`src/dmxr_ram.sv`:
```
// Generic single-clock RAM with one write port and one registered read port.
`timescale 1ns / 1ps

module dmxr_ram #(
  parameter int WIDTH = 8,
  parameter int DEPTH = 512
) (
  input  logic                     clk,
  input  logic                     we,
  input  logic [$clog2(DEPTH)-1:0] waddr,
  input  logic [WIDTH-1:0]         wdata,
  input  logic                     re,
  input  logic [$clog2(DEPTH)-1:0] raddr,
  output logic [WIDTH-1:0]         rdata
);

  logic [WIDTH-1:0] mem [DEPTH];
  logic [WIDTH-1:0] rdata_r;

  always_ff @(posedge clk) begin
    if (we) begin
      mem[waddr] <= wdata;
    end
    if (re) begin
      rdata_r <= mem[raddr];
    end
  end

  assign rdata = rdata_r;

endmodule

```
`config.mk`:
```
export PLATFORM = sky130hd
export DESIGN_NAME = dmxr_ram
export DESIGN_NICKNAME = d
export VERILOG_FILES = /design/src/dmxr_ram.sv
export SDC_FILE = /design/constraint.sdc
export NUM_CORES = 2
export LEC_CHECK = 0
export ABC_AREA = 0
export BUFFER_PORTS_ARGS = -buffer_cell sky130_fd_sc_hd__buf_2
export CORE_MARGIN = 2
export CORE_UTILIZATION = 48
export CTS_CLUSTER_DIAMETER = 200
export CTS_CLUSTER_SIZE = 40
export DETAILED_ROUTE_END_ITERATION = 10
export PLACE_DENSITY = 0.63
export SKIP_LAST_GASP = 1
export SLEW_MARGIN = 10
export SYNTH_ARGS = -nofsm -noshare
export SYNTH_HDL_FRONTEND = slang
export SYNTH_SLANG_ARGS = --single-unit
export TNS_END_PERCENT = 10
```
`constraint.sdc`:
```
create_clock -name clk -period 2.59 [get_ports clk]
set_input_delay 0.259 -clock clk [delete_from_list [all_inputs] [get_ports clk]]
set_output_delay 0.259 -clock clk [all_outputs]
set_load 0.05 [all_outputs]
```
==> flow_results.org <==
** Critical path
- The worst setup path is of the in -> reg kind.
- The kind of cell with the highest combined delay along the critical path is simple AND/OR/NAND/NOR gates.
- STA puts the critical path data arrival time at 3.48 ns.
- Data on the critical path is required at its endpoint by 3.33 ns.
- For flop-to-flop paths, the worst setup slack is -0.04 ns.
- Among all stages on the critical path, the largest delay is contributed by sky130_fd_sc_hd__nor3b_2.
- For this run, the slowest stage of the critical path takes 0.87 ns.
- Counting buffers and inverters, the worst setup path is 11 cells deep.
- Worst-path cell chain :: buf_2 -> buf_4 -> buf_4 -> nor3b_2 -> nand2_2 -> buf_4 -> a21oi_1 -> nor3_1 -> nand4_1 -> nand2_1 -> o2111a_1
- Worst flop-to-flop path endpoint :: rdata[5]
- Reg-to-reg critical path startpoint :: mem[428][5]
- In this run the worst path has a maximum fanout of 12.
- The worst setup path is launched from an input pin.
- For the worst flop-to-flop path, the logic depth is 7.
- Most frequent CP cell :: sky130_fd_sc_hd__buf_4
- Together, buffers and inverters on the worst path number 4.
- The worst setup path is captured at a register.

** CTS
- Clock-pin slew was measured on the worst setup and hold paths at 0.14 ns.
- Maximum level of the CTS H-tree :: 3
- The clock passes through at most 4 buffers.
- Clock tree synthesis found a total of 4104 sinks.
- CTS Root Cell :: sky130_fd_sc_hd__clkbuf_16
- Total clock buffers created by CTS :: 116
- TritonCTS clock tree :: built
- Number of post-CTS setup repair buffers :: 0
- For the worst-skew pair, the clock arrives at the later sink with an insertion delay of 0.99 ns.

** Timing
- Final critical path time including I/O delays and setup :: 2.73 ns
- Final Hold Fails :: 0
- Total count of max-transition violations in the final report :: 0
- In the finished design, the share of the clock period the worst path needs comes to 1.06.
- For the pin with the worst max-slew slack, the measured transition is 1.19 ns.
- Worst slew margin :: 0.194
- Setup repair after global routing could not meet its margin everywhere.
- Clock skew :: 0.0900 ns
- Setup violations remaining at the end of the flow were counted as 5.
- Maximum frequency from static timing analysis :: 366 MHz
- Final worst-path setup slack :: -0.144 ns

** Floorplanning
- Row count :: 212
- Die Ht :: 581 microns
- Measured along the x axis, the die boundary spans 581 microns.
- The total area inside the core boundary comes to 333000 sq um.
- For this configuration, the core starts out at a cell density of 0.481.
- 37 I/O pins were placed.
- The die covers 338000 sq um.

** Placed design
- Total half-perimeter wirelength after legalization and detailed placement :: 280000 microns
- Routability-driven placement finished with a final weighted congestion of 0.919.
- Count of buffers inserted at the top-level ports :: 36
- Cells after DPL :: 13300

** Logic synthesis
- Synth top area cells :: sky130_fd_sc_hd__edfxtp_1 (77%), sky130_fd_sc_hd__mux4_2 (9.2%), sky130_fd_sc_hd__mux2i_1 (5.0%)
- Post-synthesis area per instance :: 19.9 sq um
- Yosys synthesis warning count :: 0
- The number of nets handed over by synthesis was 8059.
- In the synthesized netlist, the cells that appear most often are sky130_fd_sc_hd__edfxtp_1 (4104), sky130_fd_sc_hd__mux2i_1 (797), sky130_fd_sc_hd__mux4_2 (654).
- Of all cell types, the one taking the most synthesized area is sky130_fd_sc_hd__edfxtp_1.
- Syn Inst Count :: 8030
- Post-synth EDFFs :: 4104
- Ys async rst share :: 0
- The share of synthesized area in the top cell type comes to 0.770.
- For this run, the leading register cell type out of synthesis is sky130_fd_sc_hd__edfxtp_1.
- Synthesis inferred 4104 register bits.
- Sequential share of the synthesized area :: 0.770
- Netlist Area Pre-Place :: 160000 sq um
- Post-synth cell types :: 50
- Top-count cell post-synth :: sky130_fd_sc_hd__edfxtp_1

** Pwr
- Power spent charging and discharging nets :: 23.1 mW
- The share of total power dissipated in sequential elements is 0.681.
- The analysis attributes to cell leakage a power of 57.9 nW.
- Share of power burned in combinational logic :: 0.072
- Internal power :: 84.3 mW
- Worst VDD drop :: 605 uV
- Of the total power, the clock network draws 0.248.
- Total power density per cell area :: 600 nW/um^2
- Of the total power, the share spent switching nets is 0.215.

** Min path
- In this run the most critical hold path is launched from waddr[7].
- The path class of the tightest hold or removal check is in -> reg.
- Worst Hold Endpoint :: mem[428][4]
- Worst hold path depth :: 6

** Routing
- Antenna violation net count after detailed routing :: 0
- Total number of vias :: 83700
- In the routed design, unresolved DRC markers number 0.
- Number of DRC violations after detailed-routing iteration 0 :: 11200
- Wire length per cell after detailed routing :: 31.2 microns
- Number of optimization iterations in the first detailed-route pass :: 6
- The routed design has 420000 microns of wire.
- In the routed layout, each cell is associated on average with a via count of 6.21.

** Layout
- Total number of nets in the final design :: 9115
- Of the cells placed in the final design, the portion with a size suffix greater than 1 is 0.250.
- Utilization after layout :: 0.538
- After the flow finishes, the layout carries non-filler instances totaling 13500.
- Synthesis-to-finish area growth :: 11.8%

** Outcome
- Result of the run :: finished with violations
- The checks that failed: negative setup slack.

** GRT
- Entering global routing, the biggest net connects 118 pins.
- Aggregate global-route resource usage :: 0.245
- Global-route congestion overflow total :: 0
- Wire length of the first global-routing pass :: 599000 microns
- Antenna violations before repair :: 24
- The number of global-route vias before repair was 82300.

** Flow run
- Across the run, the number of max-cap violations was 0.
[metal layers]
metal,part of all wire,up-vias,global-route usage,wire (microns)
li1,-,35100,-,-
met1,0.40,44200,0.352,170000
met2,0.48,3761,0.394,201000
met3,0.085,506,0.0362,35700
met4,0.032,10,0.0673,13400
met5,0.00018,-,0,74
[kinds of logic after synthesis]
| kind of cell | Yosys count | synth area share |
|---|---|---|
| AO/OA/AOI/OAI | 979 | 0.0431 |
| buffers and inverters | 516 | 0.0185 |
| flip-flops | 4104 | 0.770 |
| multiplexers | 1451 | 0.142 |
| AND/OR/NAND/NOR | 980 | 0.0263 |
[placed cells by master, fill, tap and decap left out, drive strengths merged, types with 5 or more instances in the layout]
cell type,synthesis,layout
nand2,111,111
o31ai,13,13
a22o,5,5
buf,248,1439
o21ai,119,119
or2,5,5
o41ai,7,7
nand3,36,36
o221ai,372,372
a211oi,17,17
mux2i,797,797
nand4,32,32
nor4,36,36
mux4,654,654
nor3,109,109
clkbuf,265,119
diode,0,6
dlygate4sd3,0,11
o22ai,163,163
or3,6,6
o311ai,6,6
nor3b,8,8
a21oi,194,194
edfxtp,4104,4104
and2,20,20
a22oi,61,61
nor2b,6,6
nor2,597,597
o2111a,8,8
[area by class of cell]
type | count | area [sq um]
fill | 25500 | 154000
sequential | 4104 | 123000
multi-input combinational | 3410 | 34200
timing repair buffer | 1451 | 13000
tap | 4387 | 5490
clock buffer | 118 | 2950
clock inverter | 4 | 71.3
inverter | 3 | 18.8
antenna | 6 | 15.0
[tightest hold or removal path: cells and delay by family]
| kind | cells | cell delay, ns |
|---|---|---|
| buffers and inverters | 2 | 0.37 |
| and+or+nand+nor | 4 | 0.30 |
[stage by stage]
step                      hold slack [ns]  total power, mW  TNS [ns]  setup slack (ns)  cell area [sq um]
after floorplan                     0.358             78.1         0             0.220             160000
after global placement              0.554             82.1     -8.70             -1.25             176000
after detailed placement            0.560             82.2     -8.68             -1.18             176000
after CTS                          0.0446              108    -0.282           -0.0665             179000
after global routing                0.112              110    -0.368           -0.0977             179000
final                               0.129              107    -0.389            -0.144             179000
[how the worst max path moves through the flow]
stage	from	end	slack, ns
global placement	raddr[0]	rdata[7]	-1.25
floorplan	raddr[0]	rdata[0]	0.22
CTS	mem[264][7]	rdata[7]	-0.07
finish	raddr[3]	rdata[4]	-0.14
detailed placement	raddr[0]	rdata[1]	-1.18
global route	mem[264][5]	rdata[5]	-0.1
[state kept, by name, summed over array words and instances (netlist names)]
register,count
mem,4096
rdata,8
[what timing repair did]
action	in CTS	in global routing
endpoints found under the hold margin	1309	0
pin swaps	0	10
hold buffers	11	0
resized for setup	15	17
endpoints found under the setup margin	8	8
cloned	0	0
[power by group through the flow]
stage | sequential, mW | clock [mW] | combinational [mW]
floorplan | 74.7 | 0 | 3.48
global placement | 74.6 | 0 | 7.52
detailed placement | 74.6 | 0 | 7.64
CTS | 73.1 | 27.0 | 7.68
global route | 73.1 | 28.9 | 8.02
finish | 73.1 | 26.6 | 7.69
(Power assumes the default switching activity.)
